==> config.mk <==
export PLATFORM = sky130hd
export DESIGN_NAME = source_text_tokenizer_top
export DESIGN_NICKNAME = d
export VERILOG_FILES = /design/src/design/sttk_pkg.sv /design/src/design/sttk_queue.sv /design/src/design/sttk_front.sv /design/src/design/sttk_back.sv /design/src/design/source_text_tokenizer_top.sv
export SDC_FILE = /design/constraint.sdc
export NUM_CORES = 1
export LEC_CHECK = 0
export BUFFER_PORTS_ARGS = -buffer_cell sky130_fd_sc_hd__buf_2
export CORE_UTILIZATION = 25
export DETAILED_ROUTE_END_ITERATION = 8
export PLACE_DENSITY = 0.39
export SYNTH_ARGS = -nofsm -noshare
export SYNTH_HDL_FRONTEND = slang
export SYNTH_SLANG_ARGS = --single-unit
export TNS_END_PERCENT = 50
==> constraint.sdc <==
create_clock -name clk -period 11.3 [get_ports clk]
set_clock_uncertainty 0.05 [all_clocks]
set_input_delay 2.26 -clock clk [delete_from_list [all_inputs] [get_ports clk]]
set_output_delay 2.26 -clock clk [all_outputs]
set_load 0.005 [all_outputs]
==> src/design/sttk_pkg.sv <==
// ============================================================================
// sttk_pkg: shared types and constants of the source text tokenizer
// Token kinds, scanner modes, token and queue entry records, character codes
// and the small classification helpers used by the front end.
// ============================================================================
package sttk_pkg;

  localparam int OFFSET_BITS = 24;
  localparam int COUNT_BITS  = 16;
  localparam int QUEUE_DEPTH = 4;
  localparam int QUEUE_AW    = $clog2(QUEUE_DEPTH);

  localparam logic [7:0] CH_END   = 8'h00;
  localparam logic [7:0] CH_LF    = 8'h0A;
  localparam logic [7:0] CH_CR    = 8'h0D;
  localparam logic [7:0] CH_TAB   = 8'h09;
  localparam logic [7:0] CH_SPACE = 8'h20;
  localparam logic [7:0] CH_QUOTE = 8'h22;
  localparam logic [7:0] CH_LC_A  = 8'h61;
  localparam logic [7:0] CH_LC_Z  = 8'h7A;
  localparam logic [7:0] CH_UC_A  = 8'h41;
  localparam logic [7:0] CH_UC_Z  = 8'h5A;
  localparam logic [7:0] CH_UNDER = 8'h5F;
  localparam logic [7:0] CH_D0    = 8'h30;
  localparam logic [7:0] CH_D9    = 8'h39;
  localparam logic [7:0] CH_EQ    = 8'h3D;
  localparam logic [7:0] CH_PLUS  = 8'h2B;
  localparam logic [7:0] CH_LPAR  = 8'h28;
  localparam logic [7:0] CH_RPAR  = 8'h29;
  localparam logic [7:0] CH_LBRC  = 8'h7B;
  localparam logic [7:0] CH_RBRC  = 8'h7D;
  localparam logic [7:0] CH_COMMA = 8'h2C;
  localparam logic [7:0] CH_SEMI  = 8'h3B;

  typedef enum logic [3:0] {
    KIND_ASSIGN    = 4'd0,
    KIND_PLUS      = 4'd1,
    KIND_LPAREN    = 4'd2,
    KIND_RPAREN    = 4'd3,
    KIND_LBRACE    = 4'd4,
    KIND_RBRACE    = 4'd5,
    KIND_COMMA     = 4'd6,
    KIND_SEMICOLON = 4'd7,
    KIND_STRING    = 4'd8,
    KIND_EOF       = 4'd9,
    KIND_IDENT     = 4'd10,
    KIND_INT       = 4'd11,
    KIND_ILLEGAL   = 4'd12
  } kind_t;

  typedef enum logic [1:0] {
    MODE_IDLE   = 2'd0,
    MODE_IDENT  = 2'd1,
    MODE_INT    = 2'd2,
    MODE_STRING = 2'd3
  } mode_t;

  typedef struct packed {
    kind_t                  kind;
    logic [COUNT_BITS-1:0]  line;
    logic [COUNT_BITS-1:0]  column;
    logic [OFFSET_BITS-1:0] offset;
    logic [COUNT_BITS-1:0]  length;
    logic [7:0]             tbyte;
  } token_t;

  // One queue entry holds every token caused by one text byte.
  typedef struct packed {
    logic   two;
    token_t tok0;
    token_t tok1;
  } entry_t;

  typedef struct packed {
    logic empty;
    logic full;
  } qstat_t;

  function automatic logic [COUNT_BITS-1:0] sat_cnt(input logic [COUNT_BITS-1:0] v);
    return (v == '1) ? v : v + 1'b1;
  endfunction

  function automatic logic [OFFSET_BITS-1:0] sat_off(input logic [OFFSET_BITS-1:0] v);
    return (v == '1) ? v : v + 1'b1;
  endfunction

  function automatic logic is_letter(input logic [7:0] b);
    return (b inside {[CH_LC_A:CH_LC_Z], [CH_UC_A:CH_UC_Z], CH_UNDER});
  endfunction

  function automatic logic is_digit(input logic [7:0] b);
    return (b inside {[CH_D0:CH_D9]});
  endfunction

  function automatic logic is_blank(input logic [7:0] b);
    return (b inside {CH_SPACE, CH_TAB, CH_LF, CH_CR});
  endfunction

  function automatic logic is_punct(input logic [7:0] b);
    return (b inside {CH_EQ, CH_PLUS, CH_LPAR, CH_RPAR, CH_LBRC, CH_RBRC,
                      CH_COMMA, CH_SEMI});
  endfunction

  function automatic kind_t punct_kind(input logic [7:0] b);
    kind_t k;
    case (b)
      CH_EQ:    k = KIND_ASSIGN;
      CH_PLUS:  k = KIND_PLUS;
      CH_LPAR:  k = KIND_LPAREN;
      CH_RPAR:  k = KIND_RPAREN;
      CH_LBRC:  k = KIND_LBRACE;
      CH_RBRC:  k = KIND_RBRACE;
      CH_COMMA: k = KIND_COMMA;
      CH_SEMI:  k = KIND_SEMICOLON;
      default:  k = KIND_ILLEGAL;
    endcase
    return k;
  endfunction

endpackage

==> src/design/sttk_queue.sv <==
// ============================================================================
// sttk_queue: short token queue between scanner and emitter
// Register-based FIFO of queue entries with a fill count and a
// combinational view of the head entry.
// ============================================================================
module sttk_queue (
  input  logic            clk,
  input  logic            rst_n,
  input  logic            push,
  input  sttk_pkg::entry_t push_entry,
  input  logic            pop,
  output sttk_pkg::entry_t head_entry,
  output sttk_pkg::qstat_t status
);
  import sttk_pkg::*;

  entry_t               mem_r [QUEUE_DEPTH];
  logic [QUEUE_AW-1:0]  wr_ptr_r, wr_ptr_nxt;
  logic [QUEUE_AW-1:0]  rd_ptr_r, rd_ptr_nxt;
  logic [QUEUE_AW:0]    count_r, count_nxt;

  always_comb begin
    wr_ptr_nxt = push ? wr_ptr_r + 1'b1 : wr_ptr_r;
    rd_ptr_nxt = pop ? rd_ptr_r + 1'b1 : rd_ptr_r;
    count_nxt  = count_r;
    if (push && !pop) begin
      count_nxt = count_r + 1'b1;
    end else if (pop && !push) begin
      count_nxt = count_r - 1'b1;
    end
  end

  always_ff @(posedge clk) begin
    if (!rst_n) begin
      wr_ptr_r <= '0;
      rd_ptr_r <= '0;
      count_r  <= '0;
    end else begin
      wr_ptr_r <= wr_ptr_nxt;
      rd_ptr_r <= rd_ptr_nxt;
      count_r  <= count_nxt;
    end
  end

  always_ff @(posedge clk) begin
    if (push) begin
      mem_r[wr_ptr_r] <= push_entry;
    end
  end

  assign head_entry   = mem_r[rd_ptr_r];
  assign status.empty = (count_r == '0);
  assign status.full  = (count_r == (QUEUE_AW+1)'(QUEUE_DEPTH));

endmodule

==> src/design/sttk_front.sv <==
// ============================================================================
// sttk_front: byte scanner
// Tracks position and scan mode, classifies each accepted byte and pushes
// the tokens it causes into the queue as one entry.
// ============================================================================
module sttk_front (
  input  logic             clk,
  input  logic             rst_n,
  input  logic             accept,
  input  logic [7:0]       text_byte,
  output logic             push,
  output sttk_pkg::entry_t push_entry
);
  import sttk_pkg::*;

  mode_t                  mode_r, mode_nxt;
  logic [COUNT_BITS-1:0]  line_r, line_nxt;
  logic [COUNT_BITS-1:0]  col_r, col_nxt;
  logic [OFFSET_BITS-1:0] off_r, off_nxt;
  logic [COUNT_BITS-1:0]  oline_r, oline_nxt;
  logic [COUNT_BITS-1:0]  ocol_r, ocol_nxt;
  logic [OFFSET_BITS-1:0] ooff_r, ooff_nxt;
  logic [COUNT_BITS-1:0]  olen_r, olen_nxt;

  logic                   nl, is_end, is_quote, more, scan, have_a, have_b;
  logic [COUNT_BITS-1:0]  line_adv, col_adv;
  token_t                 tok_a, tok_b;

  always_comb begin
    nl       = (text_byte == CH_LF);
    is_end   = (text_byte == CH_END);
    is_quote = (text_byte == CH_QUOTE);
    line_adv = nl ? sat_cnt(line_r) : line_r;
    col_adv  = nl ? '0 : sat_cnt(col_r);
    more     = 1'b0;
    scan     = 1'b0;
    have_a   = 1'b0;
    have_b   = 1'b0;

    mode_nxt  = mode_r;
    line_nxt  = line_r;
    col_nxt   = col_r;
    off_nxt   = off_r;
    oline_nxt = oline_r;
    ocol_nxt  = ocol_r;
    ooff_nxt  = ooff_r;
    olen_nxt  = olen_r;

    // Token A closes the open token; its kind is set below.
    tok_a.kind   = KIND_STRING;
    tok_a.line   = oline_r;
    tok_a.column = ocol_r;
    tok_a.offset = ooff_r;
    tok_a.length = olen_r;
    tok_a.tbyte  = '0;

    // Token B is whatever the byte itself produces between tokens.
    tok_b.kind   = punct_kind(text_byte);
    tok_b.line   = line_adv;
    tok_b.column = col_adv;
    tok_b.offset = off_r;
    tok_b.length = COUNT_BITS'(1);
    tok_b.tbyte  = text_byte;

    if (accept) begin
      line_nxt = line_adv;
      col_nxt  = col_adv;
      off_nxt  = sat_off(off_r);

      case (mode_r)
        MODE_STRING: begin
          if (is_quote || is_end) begin
            have_a   = 1'b1;
            mode_nxt = MODE_IDLE;
            scan     = is_end;
          end else begin
            olen_nxt = sat_cnt(olen_r);
          end
        end
        MODE_IDENT, MODE_INT: begin
          more = (mode_r == MODE_IDENT) ? (is_letter(text_byte) || is_digit(text_byte))
                                        : is_digit(text_byte);
          if (more) begin
            olen_nxt = sat_cnt(olen_r);
          end else begin
            have_a     = 1'b1;
            tok_a.kind = (mode_r == MODE_IDENT) ? KIND_IDENT : KIND_INT;
            mode_nxt   = MODE_IDLE;
            scan       = 1'b1;
          end
        end
        MODE_IDLE: begin
          scan = 1'b1;
        end
        default: begin
          scan = 1'b1;
        end
      endcase

      if (scan) begin
        if (is_blank(text_byte)) begin
          have_b = 1'b0;
        end else if (is_punct(text_byte)) begin
          have_b = 1'b1;
        end else if (is_quote) begin
          mode_nxt  = MODE_STRING;
          oline_nxt = line_adv;
          ocol_nxt  = col_adv;
          ooff_nxt  = sat_off(off_r);
          olen_nxt  = '0;
        end else if (is_end) begin
          // End of text: emit eof and start over as after reset.
          have_b       = 1'b1;
          tok_b.kind   = KIND_EOF;
          tok_b.length = '0;
          tok_b.tbyte  = '0;
          mode_nxt     = MODE_IDLE;
          line_nxt     = COUNT_BITS'(1);
          col_nxt      = '0;
          off_nxt      = '0;
          olen_nxt     = '0;
        end else if (is_letter(text_byte) || is_digit(text_byte)) begin
          mode_nxt  = is_letter(text_byte) ? MODE_IDENT : MODE_INT;
          oline_nxt = line_adv;
          ocol_nxt  = col_adv;
          ooff_nxt  = off_r;
          olen_nxt  = COUNT_BITS'(1);
        end else begin
          have_b     = 1'b1;
          tok_b.kind = KIND_ILLEGAL;
        end
      end
    end

    push            = have_a || have_b;
    push_entry.two  = have_a && have_b;
    push_entry.tok0 = have_a ? tok_a : tok_b;
    push_entry.tok1 = tok_b;
  end

  always_ff @(posedge clk) begin
    if (!rst_n) begin
      mode_r <= MODE_IDLE;
      line_r <= COUNT_BITS'(1);
      col_r  <= '0;
      off_r  <= '0;
      olen_r <= '0;
    end else begin
      mode_r <= mode_nxt;
      line_r <= line_nxt;
      col_r  <= col_nxt;
      off_r  <= off_nxt;
      olen_r <= olen_nxt;
    end
  end

  always_ff @(posedge clk) begin
    oline_r <= oline_nxt;
    ocol_r  <= ocol_nxt;
    ooff_r  <= ooff_nxt;
  end

endmodule

==> src/design/sttk_back.sv <==
// ============================================================================
// sttk_back: token emitter
// Takes queue entries and presents their tokens one per request on the
// output register, marking the final token of each entry.
// ============================================================================
module sttk_back (
  input  logic             clk,
  input  logic             rst_n,
  input  sttk_pkg::entry_t head_entry,
  input  sttk_pkg::qstat_t qstat,
  output logic             pop,
  output logic             out_valid,
  input  logic             out_stall,
  output sttk_pkg::token_t out_tok,
  output logic             out_last
);
  import sttk_pkg::*;

  logic   valid_r, valid_nxt;
  logic   second_r, second_nxt;
  logic   last_r, last_nxt;
  token_t tok_r, tok_nxt;
  logic   load;

  always_comb begin
    load       = !qstat.empty && (!valid_r || !out_stall);
    valid_nxt  = valid_r && out_stall;
    second_nxt = second_r;
    tok_nxt    = tok_r;
    last_nxt   = last_r;
    pop        = 1'b0;
    if (load) begin
      valid_nxt = 1'b1;
      if (head_entry.two && !second_r) begin
        tok_nxt    = head_entry.tok0;
        last_nxt   = 1'b0;
        second_nxt = 1'b1;
      end else begin
        tok_nxt    = second_r ? head_entry.tok1 : head_entry.tok0;
        last_nxt   = 1'b1;
        second_nxt = 1'b0;
        pop        = 1'b1;
      end
    end
  end

  always_ff @(posedge clk) begin
    if (!rst_n) begin
      valid_r  <= 1'b0;
      second_r <= 1'b0;
    end else begin
      valid_r  <= valid_nxt;
      second_r <= second_nxt;
    end
  end

  always_ff @(posedge clk) begin
    tok_r  <= tok_nxt;
    last_r <= last_nxt;
  end

  assign out_valid = valid_r;
  assign out_tok   = tok_r;
  assign out_last  = last_r;

endmodule

==> src/design/source_text_tokenizer_top.sv <==
// ============================================================================
// source_text_tokenizer_top: streaming lexical analyzer
// Turns a byte stream of source text into a stream of position-tagged tokens.
// ============================================================================
// Usage. Source text enters one byte per request on the in_ channel; a zero
// byte ends the text, yields the eof token and returns the scanner to its
// start position (line 1, column 0, offset 0), ready for the next text.
// Tokens leave on the out_ channel, one per request, with kind, start line
// and column, literal offset and length, the byte itself for punctuators and
// illegal bytes, and out_last set on the final token caused by a given byte.
// A byte causes zero, one or two tokens; two when it closes an identifier,
// integer or string and is itself a token.
//
// Throughput is one text byte per cycle while in_stall is low. The scanner
// retires a byte in the cycle it is accepted; the emitter delivers one token
// per cycle while out_stall is low and tokens wait. When the queue is empty,
// the first token of a byte passes the queue and the output register before
// it is presented on out_. A four-entry queue between scanner and emitter
// absorbs bytes that cause two tokens and output stalls; in_stall rises only
// when that queue is full. While out_stall is high the presented token holds.
// Reset is synchronous and active low and empties the queue and output.
// ============================================================================
module source_text_tokenizer_top (
  input  logic                  clk,
  input  logic                  rst_n,
  input  logic                  in_valid,
  output logic                  in_stall,
  input  logic [7:0]            in_text_byte,
  output logic                  out_valid,
  input  logic                  out_stall,
  output sttk_pkg::kind_t       out_token_kind,
  output logic [15:0]           out_start_line,
  output logic [15:0]           out_start_column,
  output logic [23:0]           out_literal_offset,
  output logic [15:0]           out_literal_length,
  output logic [7:0]            out_token_byte,
  output logic                  out_last
);
  import sttk_pkg::*;

  logic   in_accept;
  logic   q_push, q_pop;
  entry_t q_push_entry, q_head;
  qstat_t q_stat;
  token_t out_tok;

  // The scanner may take a byte whenever the queue has room for its entry.
  assign in_stall  = q_stat.full;
  assign in_accept = in_valid && !in_stall;

  sttk_front u_front (
    .clk        (clk),
    .rst_n      (rst_n),
    .accept     (in_accept),
    .text_byte  (in_text_byte),
    .push       (q_push),
    .push_entry (q_push_entry)
  );

  sttk_queue u_queue (
    .clk        (clk),
    .rst_n      (rst_n),
    .push       (q_push),
    .push_entry (q_push_entry),
    .pop        (q_pop),
    .head_entry (q_head),
    .status     (q_stat)
  );

  sttk_back u_back (
    .clk        (clk),
    .rst_n      (rst_n),
    .head_entry (q_head),
    .qstat      (q_stat),
    .pop        (q_pop),
    .out_valid  (out_valid),
    .out_stall  (out_stall),
    .out_tok    (out_tok),
    .out_last   (out_last)
  );

  // Field widths of the token record match the output ports one for one.
  assign out_token_kind     = out_tok.kind;
  assign out_start_line     = out_tok.line;
  assign out_start_column   = out_tok.column;
  assign out_literal_offset = out_tok.offset;
  assign out_literal_length = out_tok.length;
  assign out_token_byte     = out_tok.tbyte;

  // The queue is never written while it is full.
  assert property (@(posedge clk) disable iff (!rst_n) q_push |-> !q_stat.full)
    else $error("token queue written while full");

  // Only a closed identifier, integer or string can precede a second token.
  assert property (@(posedge clk) disable iff (!rst_n)
    (out_valid && !out_last) |-> (out_token_kind == KIND_STRING ||
                                  out_token_kind == KIND_IDENT ||
                                  out_token_kind == KIND_INT))
    else $error("unexpected kind on a non-final token");

  // The second token of a byte follows its first without a gap.
  assert property (@(posedge clk) disable iff (!rst_n)
    (out_valid && !out_stall && !out_last) |=> out_valid)
    else $error("second token of a byte not presented at once");

endmodule

# Word-level counts from Yosys, hierarchy flattened
# Memories as Yosys holds them, arrays and structs flattened. A register that Yosys moved wholly into a read port is not among the register bits.
# Index checks and enable logic that the tools add are counted.
[classes]
addsub = 8
magnitude_cmp = 6
n_eq_ne = 23
muxes = 95
bitwise = 2
reduce_logical = 31
[op_table]
columns = ["cell", "n"]
rows = [
  ["16-bit two-way mux", 29],
  ["24-bit two-way mux", 14],
  ["84-bit two-way mux", 3],
  ["8-bit by 6-bit == test with 1-bit output (second input constant)", 8],
  ["16-bit by 1-bit adder with 16-bit output (second input constant)", 3],
  ["16-bit == test (second input constant)", 3],
  ["4-bit two-way mux", 10],
  ["16-bit case mux with 2 select lines", 1],
  ["4-bit case mux with 8 select lines", 1],
  ["24-bit by 1-bit adder with 24-bit output (second input constant)", 1],
  ["24-bit == test (second input constant)", 1],
  ["8-bit by 4-bit == test with 1-bit output (second input constant)", 3],
  ["8-bit by 7-bit == test with 1-bit output (second input constant)", 3],
  ["2-bit two-way mux", 11],
  ["1-bit two-way mux", 20],
  ["8-bit by 7-bit >= comparator with 1-bit output (second input constant)", 2],
  ["8-bit by 7-bit less-or-equal comparator with 1-bit output (second input constant)", 2],
  ["1-bit logical AND", 10],
  ["9-bit two-way mux", 1],
  ["8-bit by 6-bit >= comparator with 1-bit output (second input constant)", 1],
  ["8-bit by 6-bit less-or-equal comparator with 1-bit output (second input constant)", 1],
  ["8-bit zero test", 1],
  ["8-bit nonzero test", 1],
  ["1-bit zero test", 7],
  ["20 further kinds", 28],
]
[word_totals]
regBits = 224
mem_bits_rw = 676
elab_cells = 186
memories = 1
[memory_table]
columns = ["memory", "depth", "width", "rd", "rd_ports_with_merged_regs", "wr", "line_no", "rtl"]
rows = [
  ["u_queue.mem_r", 4, 169, 1, 1, 1, "sttk_queue.sv:17", "entry_t mem_r [QUEUE_DEPTH];"],
]

# Depth between registers and ports, before layout
# Gate-level depths: netlist (run 1).
[logic_depth]
depth_word = 16
depth_mapped = 14
ltp_nobuf = 14

# Cells and area by module
# From an unflattened synthesis (run 1), not the netlist that was laid out.
[hier_totals]
cells_unflattened = 2061
hier_area_um2 = 36426.2
[modules_own_cells]
columns = ["module", "instances", "cells_per_inst", "area_per_inst_um2", "seq_area_each_um2"]
rows = [
  ["sttk_queue", 1, 926, 24821.3, 20479.6],
  ["sttk_front", 1, 945, 7816.2, 3163.0],
  ["sttk_back", 1, 189, 3774.9, 2592.5],
  ["source_text_tokenizer_top", 1, 1, 13.8, 0.0],
]

# Least setup slack after synthesis (run 1)
# No wires, ideal clock.
[synth_path]
path_type = "input-to-reg"
start = "input port in_text_byte[2]"
end = "memory u_queue.mem_r[0][0] (netlist bit) (enable)"
setup_ps = 689
arrival_time_ps = 10439
required_time_ps = 10561
path_slack_ps = 122
cell_stages = 7
n_path_buf = 1
cell_sequence = "buf_2 > or3_1 > o31ai_1 > o31ai_1 > a21boi_1 > a21oi_2 > nor2b_1"
[synth_via]
elab_chain_cells = 14
elab_cells_between_ends = 47
cone_classes = "6 x order compare; 14 x eq/ne; 17 x mux; 10 x reduce/logical"
[synth_rtl]
columns = ["element", "line_no", "rtl"]
rows = [
  ["start: declaration", "source_text_tokenizer_top.sv:28", "input logic [7:0] in_text_byte,"],
  ["8-bit by 7-bit >= comparator with 1-bit output / 8-bit by 7-bit less-or-equal comparator with 1-bit output (equally long branches)", "sttk_pkg.sv:88", "return (b inside {[CH_LC_A:CH_LC_Z], [CH_UC_A:CH_UC_Z], CH_UNDER});"],
  ["1-bit logical AND", "sttk_pkg.sv:88", ""],
  ["3-bit nonzero test", "sttk_pkg.sv:88", ""],
  ["1-bit logical OR", "sttk_front.sv:81, sttk_front.sv:122", ""],
  ["1-bit two-way mux", "sttk_front.sv:122", "end else if (is_letter(text_byte) || is_digit(text_byte)) begin"],
  ["1-bit two-way mux", "sttk_front.sv:111", "end else if (is_end) begin"],
  ["1-bit two-way mux", "sttk_front.sv:105", "end else if (is_quote) begin"],
  ["1-bit two-way mux", "sttk_front.sv:103", "end else if (is_punct(text_byte)) begin"],
  ["1-bit two-way mux", "sttk_front.sv:101", "if (is_blank(text_byte)) begin"],
  ["1-bit two-way mux", "sttk_front.sv:100", "if (scan) begin"],
  ["1-bit two-way mux", "sttk_front.sv:65", "if (accept) begin"],
  ["1-bit logical OR *", "sttk_front.sv:135", "push = have_a || have_b;"],
  ["1-bit two-way mux *", "sttk_queue.sv:46", "if (push) begin"],
  ["1-bit two-way mux (not written as such) *", "sttk_queue.sv:47", "mem_r[wr_ptr_r] <= push_entry;"],
  ["end: declaration", "sttk_queue.sv:17", ""],
]
# Every way passes the cells marked *; elsewhere a longest branch is shown, timed or not. The select of a mux whose other input is x is not followed.

# Worst setup path in the final report (run 1)
[layout_path]
start = "input port in_text_byte[4]"
end = "memory u_queue.mem_r[2][156] (netlist bit) (enable)"
# Same word-level chain as after synthesis.

==> run_results.csv, run 1 <==
group,metric,value,unit
run_status,status,"finished, final reports clean",
cells_and_area,finalNetCount,2148,
grt,grt.total_usage,0.125,
critical_path,cp.arrival,5.60,ns
clock_network,insertion_delay,0.69,ns
drt,wl_per_cell,21.3,um
drt,firstDrtPassIters,5,
logic_synthesis,synthesis.area,33900,sq um
clock_network,post-cts-setup-buffers,0,
placed_design,pre_cts_ws,5.19,ns
clock_network,cts_tree,"done",
logic_synthesis,synth_top_cell_area_share,0.671,
floorplanning,dieArea,137000,sq um
clock_network,cts_buffer_depth,3,
critical_path,worstSetupStartpointType,"primary input",
timing,min_period,5.37,ns
drt,drtAntennaViolNets,0,
floorplanning,row_count,134,
timing,worstMarginPinSlew,1.29,ns
clock_network,h-tree-depth,3,
clock_network,cts_sinks,842,
timing,rsz0062_at_grt,"false",
power,pwr-share-clk,0.355,
drt,route.vias.total,18000,
grt,grt_pass1_vias,19200,
critical_path,r2r-start,"u_queue.count_r[2]",
floorplanning,fp.dieH,370,um
power,combPwrFrac,0.185,
drt,wl,84800,um
cells_and_area,fin_cells,3974,
logic_synthesis,synth_area_leaders,"edfxtp_1, mux4_2, dfxtp_1",
clock_network,root_buffer,"clkbuf_16",
drt,viasPerCell,4.54,
drt,drt_iter0_markers,1119,
placed_design,dp.cells,3792,
logic_synthesis,syn_nets,2045,
grt,antenna_found_initial,2,
power,p_int,6.47,mW
logic_synthesis,synth_warnings,0,
logic_synthesis,synth_largest_area_cell,"edfxtp_1",
critical_path,startpoint,"in_text_byte[4]",
power,p_switching,2.36,mW
clock_network,postCtsHoldBufs,0,
clock_network,cts_resized,0,
floorplanning,core_area,134000,sq um
grt,gr-total-overflow,0,
placed_design,hpwlAfterDp,47200,um
min_path,min-delay-start,"u_front.line_r[12]",
critical_path,path_max_fanout,52,
logic_synthesis,ys_seq_elements,842,
logic_synthesis,ys_seq_area_frac,0.721,
timing,post-route-period-util,0.475,
clock_network,cts_buffers,97,
cells_and_area,antennaDiodeCount,0,
logic_synthesis,yosysUniqueCellTypes,74,
logic_synthesis,yosysMostFrequentCell,"edfxtp_1",
cells_and_area,ff_latch_area,24400,sq um
floorplanning,die_w,370,um
placed_design,io_buffer_count,98,
power,p_per_area,223,nW/um^2
critical_path,required,11.53,ns
logic_synthesis,synth_cells,2020,
placed_design,gp_congestion,0.744,
power,switching_share,0.267,
logic_synthesis,async_flop_share,0,
cells_and_area,final_util,0.296,
min_path,hold_class,"reg -> reg",
timing,finalSetupViolations,0,
logic_synthesis,ys.flop_type,"edfxtp_1",
cells_and_area,multi_input_area,8910,sq um
cells_and_area,area_growth,16.9,%
timing,hold_viol,0,
timing,setup_tns,0,ns
logic_synthesis,synth_common_cells,"edfxtp_1, nand2_1, mux4_2, dfxtp_1, clkbuf_1",
floorplanning,pin_count,99,
timing,fmax,0.186,GHz
flow_run,cap_violations,0,
timing,slew_viol_final,0,
timing,setup_ws,5.93,ns
drt,drc_errors,0,
logic_synthesis,avgSynthCellArea,16.8,sq um
grt,grt_pass1_wl,127000,um
timing,whs,0.440,ns
logic_synthesis,synth_edf_count,757,
power,seqPwrFrac,0.460,
critical_path,crit_type,"in -> reg",
power,vdd_ir_drop_max,107,uV
clock_network,clk_pin_slew_worst_paths,0.06,ns
critical_path,cp-end-kind,"flip-flop",
floorplanning,start_util,0.253,
timing,max_slew_margin,0.138,
cells_and_area,drive_above_1_share,0.238,
power,p_leak,12.8,nW
grt,grt_max_degree,116,
cells_and_area,n_fill_cell,13200,
==> path summary, 6_finish.rpt <==
| kind | depth (start not counted) | slack, ns | end |
|---|---|---|---|
| worst max register to register | 9 | 7.27 | u_queue.mem_r[2][156] |
| worst max-delay path | 9 | 5.93 | u_queue.mem_r[2][156] |
| worst min-delay path | 2 | 0.44 | u_front.line_r[12] |
| worst min register to register | 2 | 0.44 | u_front.line_r[12] |
==> through the flow <==
stage / instance area [sq um] / power [mW]
2_1_floorplan: 33900 / 5.19
3_3_place_gp: 36500 / 5.85
3_5_place_dp: 36500 / 5.84
4_1_cts: 39600 / 9.05
5_1_grt: 39600 / 9.26
6_report: 39600 / 8.83
==> flip-flops by register name, indices dropped and copies added (netlist names), named ones only <==
name and cells:
u_queue.wr_ptr_r 2, u_front.off_r 24, u_queue.count_r 3, u_front.ooff_r 24
u_back.second_r 1, u_back.out_last 1, u_front.col_r 16, u_queue.mem_r 616
u_front.mode_r 2, u_queue.rd_ptr_r 2, u_front.olen_r 16, u_front.ocol_r 16
u_front.oline_r 16, u_front.line_r 16, u_back.out_valid 1, u_back.out_tok 84
==> area by class of cell <==
cell class / count / area share
Clock inverter: 43 / 0.0110
Timing Repair Buffer: 132 / 0.0194
Tap cell: 1768 / 0.0558
Multi-Input combinational cell: 1019 / 0.225
Sequential cell: 842 / 0.617
Inverter: 31 / 0.00294
Clock buffer: 139 / 0.0694
==> worst max-delay path, stage by stage <==
cell	delay, ns
buf_2	0.23
nor4_2	0.47
nand2_1	0.15
a221oi_1	0.38
and3_1	0.34
a21oi_2	0.23
nor2b_4	0.17
buf_4	0.50
buf_4	0.81
==> logic make-up (layout without fill, tap and decap cells) <==
| group | after synthesis | in the layout | synth area share |
|---|---|---|---|
| flip-flops | 842 | 842 | 0.721 |
| AND/OR/NAND/NOR | 534 | 534 | 0.0783 |
| multiplexers | 237 | 237 | 0.130 |
| AO/OA/AOI/OAI | 181 | 181 | 0.0338 |
| buffers and inverters | 159 | 345 | 0.0185 |
| XOR/XNOR | 54 | 54 | 0.0140 |
| adder cells (fa/ha/maj) | 13 | 13 | 0.00502 |
==> placed cells by master, fill, tap and decap left out, drive strengths merged, types with 36 or more instances in the layout <==
cell / instances
edfxtp: 757
nand2: 203
mux4: 154
clkbuf: 139
buf: 132
dfxtp: 85
nor2: 79
mux2: 77
o21ai: 57
nand3: 55
a21oi: 43
inv: 36
==> power groups by stage <==
stage	registers (mW)	clock network (mW)	logic (mW)
global route	4.12	3.35	1.79
detailed placement	4.14	0	1.70
global placement	4.13	0	1.71
floorplan	4.13	0	1.05
CTS	4.09	3.25	1.72
finish	4.06	3.13	1.63
==> per-layer routing <==
layer	wire length (um)	track usage	vias to the layer above
met3	3160	0.0228	132
met5	0	0	-
met4	2020	0.0350	0
met1	38500	0.165	9411
met2	41200	0.207	371
li1	-	-	8110
Power figures use the tool's default switching activity.
==> inputs of run 2 (changes only) <==
--- a/config.mk
+++ b/config.mk
@@ -5,10 +5,11 @@
 export SDC_FILE = /design/constraint.sdc
 export NUM_CORES = 1
 export LEC_CHECK = 0
+export ABC_AREA = 1
 export BUFFER_PORTS_ARGS = -buffer_cell sky130_fd_sc_hd__buf_2
 export CORE_UTILIZATION = 25
 export DETAILED_ROUTE_END_ITERATION = 8
-export PLACE_DENSITY = 0.39
+export PLACE_DENSITY = 0.38
 export SYNTH_ARGS = -nofsm -noshare
 export SYNTH_HDL_FRONTEND = slang
 export SYNTH_SLANG_ARGS = --single-unit
==> constraint.sdc (replaced) <==
create_clock -name clk -period 5.26 [get_ports clk]
set_clock_uncertainty 0.05 [all_clocks]
set_input_delay 1.052 -clock clk [delete_from_list [all_inputs] [get_ports clk]]
set_output_delay 1.052 -clock clk [all_outputs]
set_load 0.005 [all_outputs]
==> run 2 against run 1 <==
Synthesized cell count grew 57%. Global-route usage grew 1.4 points. Clock power grew 120%. Sequential share of layout area shrank 2.2 points. Final cell count grew 31%. Largest cell class unchanged. First-iteration DRC count grew 34%. Critical endpoint is now u_queue.mem_r[0][67]. Critical path type unchanged. Worst hold slack lost 0.026 ns. Setup slack lost 4.5 ns. Count of clock-buffer cells in the layout shrank 13. Wire length grew 16%.
==> run_results.csv, run 2 <==
group,metric,value,unit
run_status,status,"finished, final reports clean",
cells_and_area,n_fill_cell,14400,
logic_synthesis,ys_seq_elements,842,
critical_path,required,5.58,ns
logic_synthesis,yosysMostFrequentCell,"edfxtp_1",
power,p_int,14.1,mW
critical_path,path_max_fanout,23,
floorplanning,fp.dieH,377,um
cells_and_area,ff_latch_area,24400,sq um
clock_network,insertion_delay,0.70,ns
clock_network,cts_buffer_depth,3,
logic_synthesis,syn_nets,3198,
timing,rsz0062_at_grt,"false",
power,vdd_ir_drop_max,406,uV
power,p_leak,13.7,nW
clock_network,clk_pin_slew_worst_paths,0.06,ns
power,pwr-share-clk,0.330,
timing,finalSetupViolations,0,
cells_and_area,drive_above_1_share,0.103,
timing,max_slew_margin,0.187,
logic_synthesis,synth_common_cells,"edfxtp_1, nor2_1, o21ai_0, nand2_1, clkbuf_1",
power,combPwrFrac,0.244,
grt,gr-total-overflow,0,
flow_run,cap_violations,0,
timing,worstMarginPinSlew,1.22,ns
logic_synthesis,synth_area_leaders,"edfxtp_1, nor2_1, o21ai_0",
grt,grt_pass1_vias,23400,
clock_network,root_buffer,"clkbuf_16",
clock_network,post-cts-setup-buffers,0,
grt,antenna_found_initial,3,
critical_path,cp-end-kind,"flip-flop",
power,seqPwrFrac,0.426,
drt,wl_per_cell,19.0,um
placed_design,place_area,37900,sq um
logic_synthesis,synth_largest_area_cell,"edfxtp_1",
floorplanning,pin_count,99,
timing,min_period,3.81,ns
cells_and_area,mostFrequentLayoutCell,"edfxtp_1",
clock_network,cts_tree,"done",
clock_network,cts_buffers,97,
cells_and_area,final_cell_mix,"edfxtp_1, nor2_1, o21ai_0",
cells_and_area,area_growth,17.3,%
logic_synthesis,synth_warnings,0,
critical_path,worstSetupStartpointType,"primary input",
cells_and_area,final_area,41100,sq um
floorplanning,row_count,137,
logic_synthesis,synth_edf_count,757,
grt,grt_max_degree,178,
drt,firstDrtPassIters,5,
placed_design,io_buffer_count,98,
logic_synthesis,ys.flop_type,"edfxtp_1",
cells_and_area,max_flop_register,"u_queue.mem_r",
logic_synthesis,avgSynthCellArea,11.1,sq um
floorplanning,die_w,377,um
timing,hold_viol,0,
logic_synthesis,synth_top_cell_area_share,0.648,
floorplanning,core_area,139000,sq um
timing,whs,0.414,ns
logic_synthesis,synth_cells,3173,
min_path,hold_class,"reg -> reg",
logic_synthesis,yosysUniqueCellTypes,46,
critical_path,cp.arrival,4.13,ns
critical_path,crit_type,"in -> reg",
clock_network,postCtsHoldBufs,0,
cells_and_area,multi_input_area,9370,sq um
clock_network,cts_resized,0,
drt,viasPerCell,4.49,
timing,post-route-period-util,0.724,
drt,drt_iter0_markers,1494,
power,p_per_area,507,nW/um^2
cells_and_area,antennaDiodeCount,0,
power,p_switching,6.75,mW
drt,wl,98700,um
cells_and_area,largest_reg_flops,616,
clock_network,h-tree-depth,3,
grt,grt.total_usage,0.139,
timing,fmax,0.262,GHz
floorplanning,dieArea,142000,sq um
grt,grt_pass1_wl,151000,um
drt,drtAntennaViolNets,0,
drt,drc_errors,0,
power,switching_share,0.323,
placed_design,gp_congestion,0.781,
floorplanning,start_util,0.252,
logic_synthesis,async_flop_share,0,
cells_and_area,finalNetCount,3255,
timing,slew_viol_final,0,
placed_design,hpwlAfterDp,56000,um
clock_network,cts_sinks,842,
logic_synthesis,synthesis.area,35100,sq um
drt,route.vias.total,23300,
logic_synthesis,ys_seq_area_frac,0.697,
[run 2: changes by cell type in the layout (fill, tap and decap cells not counted), moves of 25 or more]
cell and change:
nor2_1 +592, o21ai_0 +351, nand2_1 +171, mux4_2 -154, inv_1 +100, nand3_1 +80, a21oi_1 +78, mux2_2 -77
o22ai_1 +67, a31oi_1 +63, buf_12 +25
[run 2: logic make-up (layout without fill, tap and decap cells)]
group | after synthesis | after routing | share of synthesized area
buffers and inverters | 331 | 473 | 0.0379
xor gates and xnor gates | 35 | 35 | 0.00874
and+or+nand+nor | 1264 | 1264 | 0.146
AOI/OAI and AO/OA | 688 | 688 | 0.106
DFF | 842 | 842 | 0.697
adders and majority gates | 13 | 13 | 0.00485
[run 2: path summary, 6_finish.rpt]
path	start	to	slack, ns	depth (start not counted)
max	in_text_byte[1]	u_queue.mem_r[0][67]	1.45	14
max reg2reg	u_front.mode_r[1]	u_queue.mem_r[0][67]	1.59	11
min reg2reg	u_queue.rd_ptr_r[1]	flip-flop	0.41	2
min	u_queue.rd_ptr_r[1]	flip-flop	0.41	2
[run 2: routing by layer]
layer,share of wire,track usage
met2,0.46,0.220
met4,0.017,0.0387
met1,0.49,0.197
met5,0.00017,0
met3,0.033,0.0198
[run 2: power by group through the flow]
stage	combinational, mW	clock, mW	sequential, mW
6_report	5.09	6.88	8.89
5_1_grt	5.78	7.34	8.99
4_1_cts	5.33	7.11	8.91
3_5_place_dp	5.31	0	9.04
3_3_place_gp	5.33	0	9.05
2_1_floorplan	2.98	0	9.08
[run 2: cell type report]
cell class	count	area share
clock buffer	126	0.0639
inverter	144	0.0135
clock inverter	58	0.0148
sequential	842	0.594
timing repair buffer	145	0.0287
tap	1876	0.0571
multi-input combinational	2000	0.228
[run 2: worst max-delay path: stages]
cell,delay (ns)
buf_2,0.22
inv_1,0.12
o211ai_4,0.36
nand2_2,0.17
nand2_4,0.14
nand2_4,0.10
nand3_2,0.11
nand3_1,0.20
inv_2,0.13
nand2_2,0.09
nand2_1,0.21
inv_2,0.16
nor2_4,0.74
buf_12,0.30
[run 2: stage by stage]
step	std cells	utilization	power, mW	setup WS [ns]	TNS [ns]
after floorplan	3173	-	12.1	-1.58	-973.84
after global placement	5007	0.272	14.4	0.803	0
after detailed placement	5007	0.272	14.3	0.744	0
after CTS	5191	0.295	21.3	1.48	0
after global routing	5191	0.295	22.1	1.22	0
final	5191	0.295	20.9	1.45	0
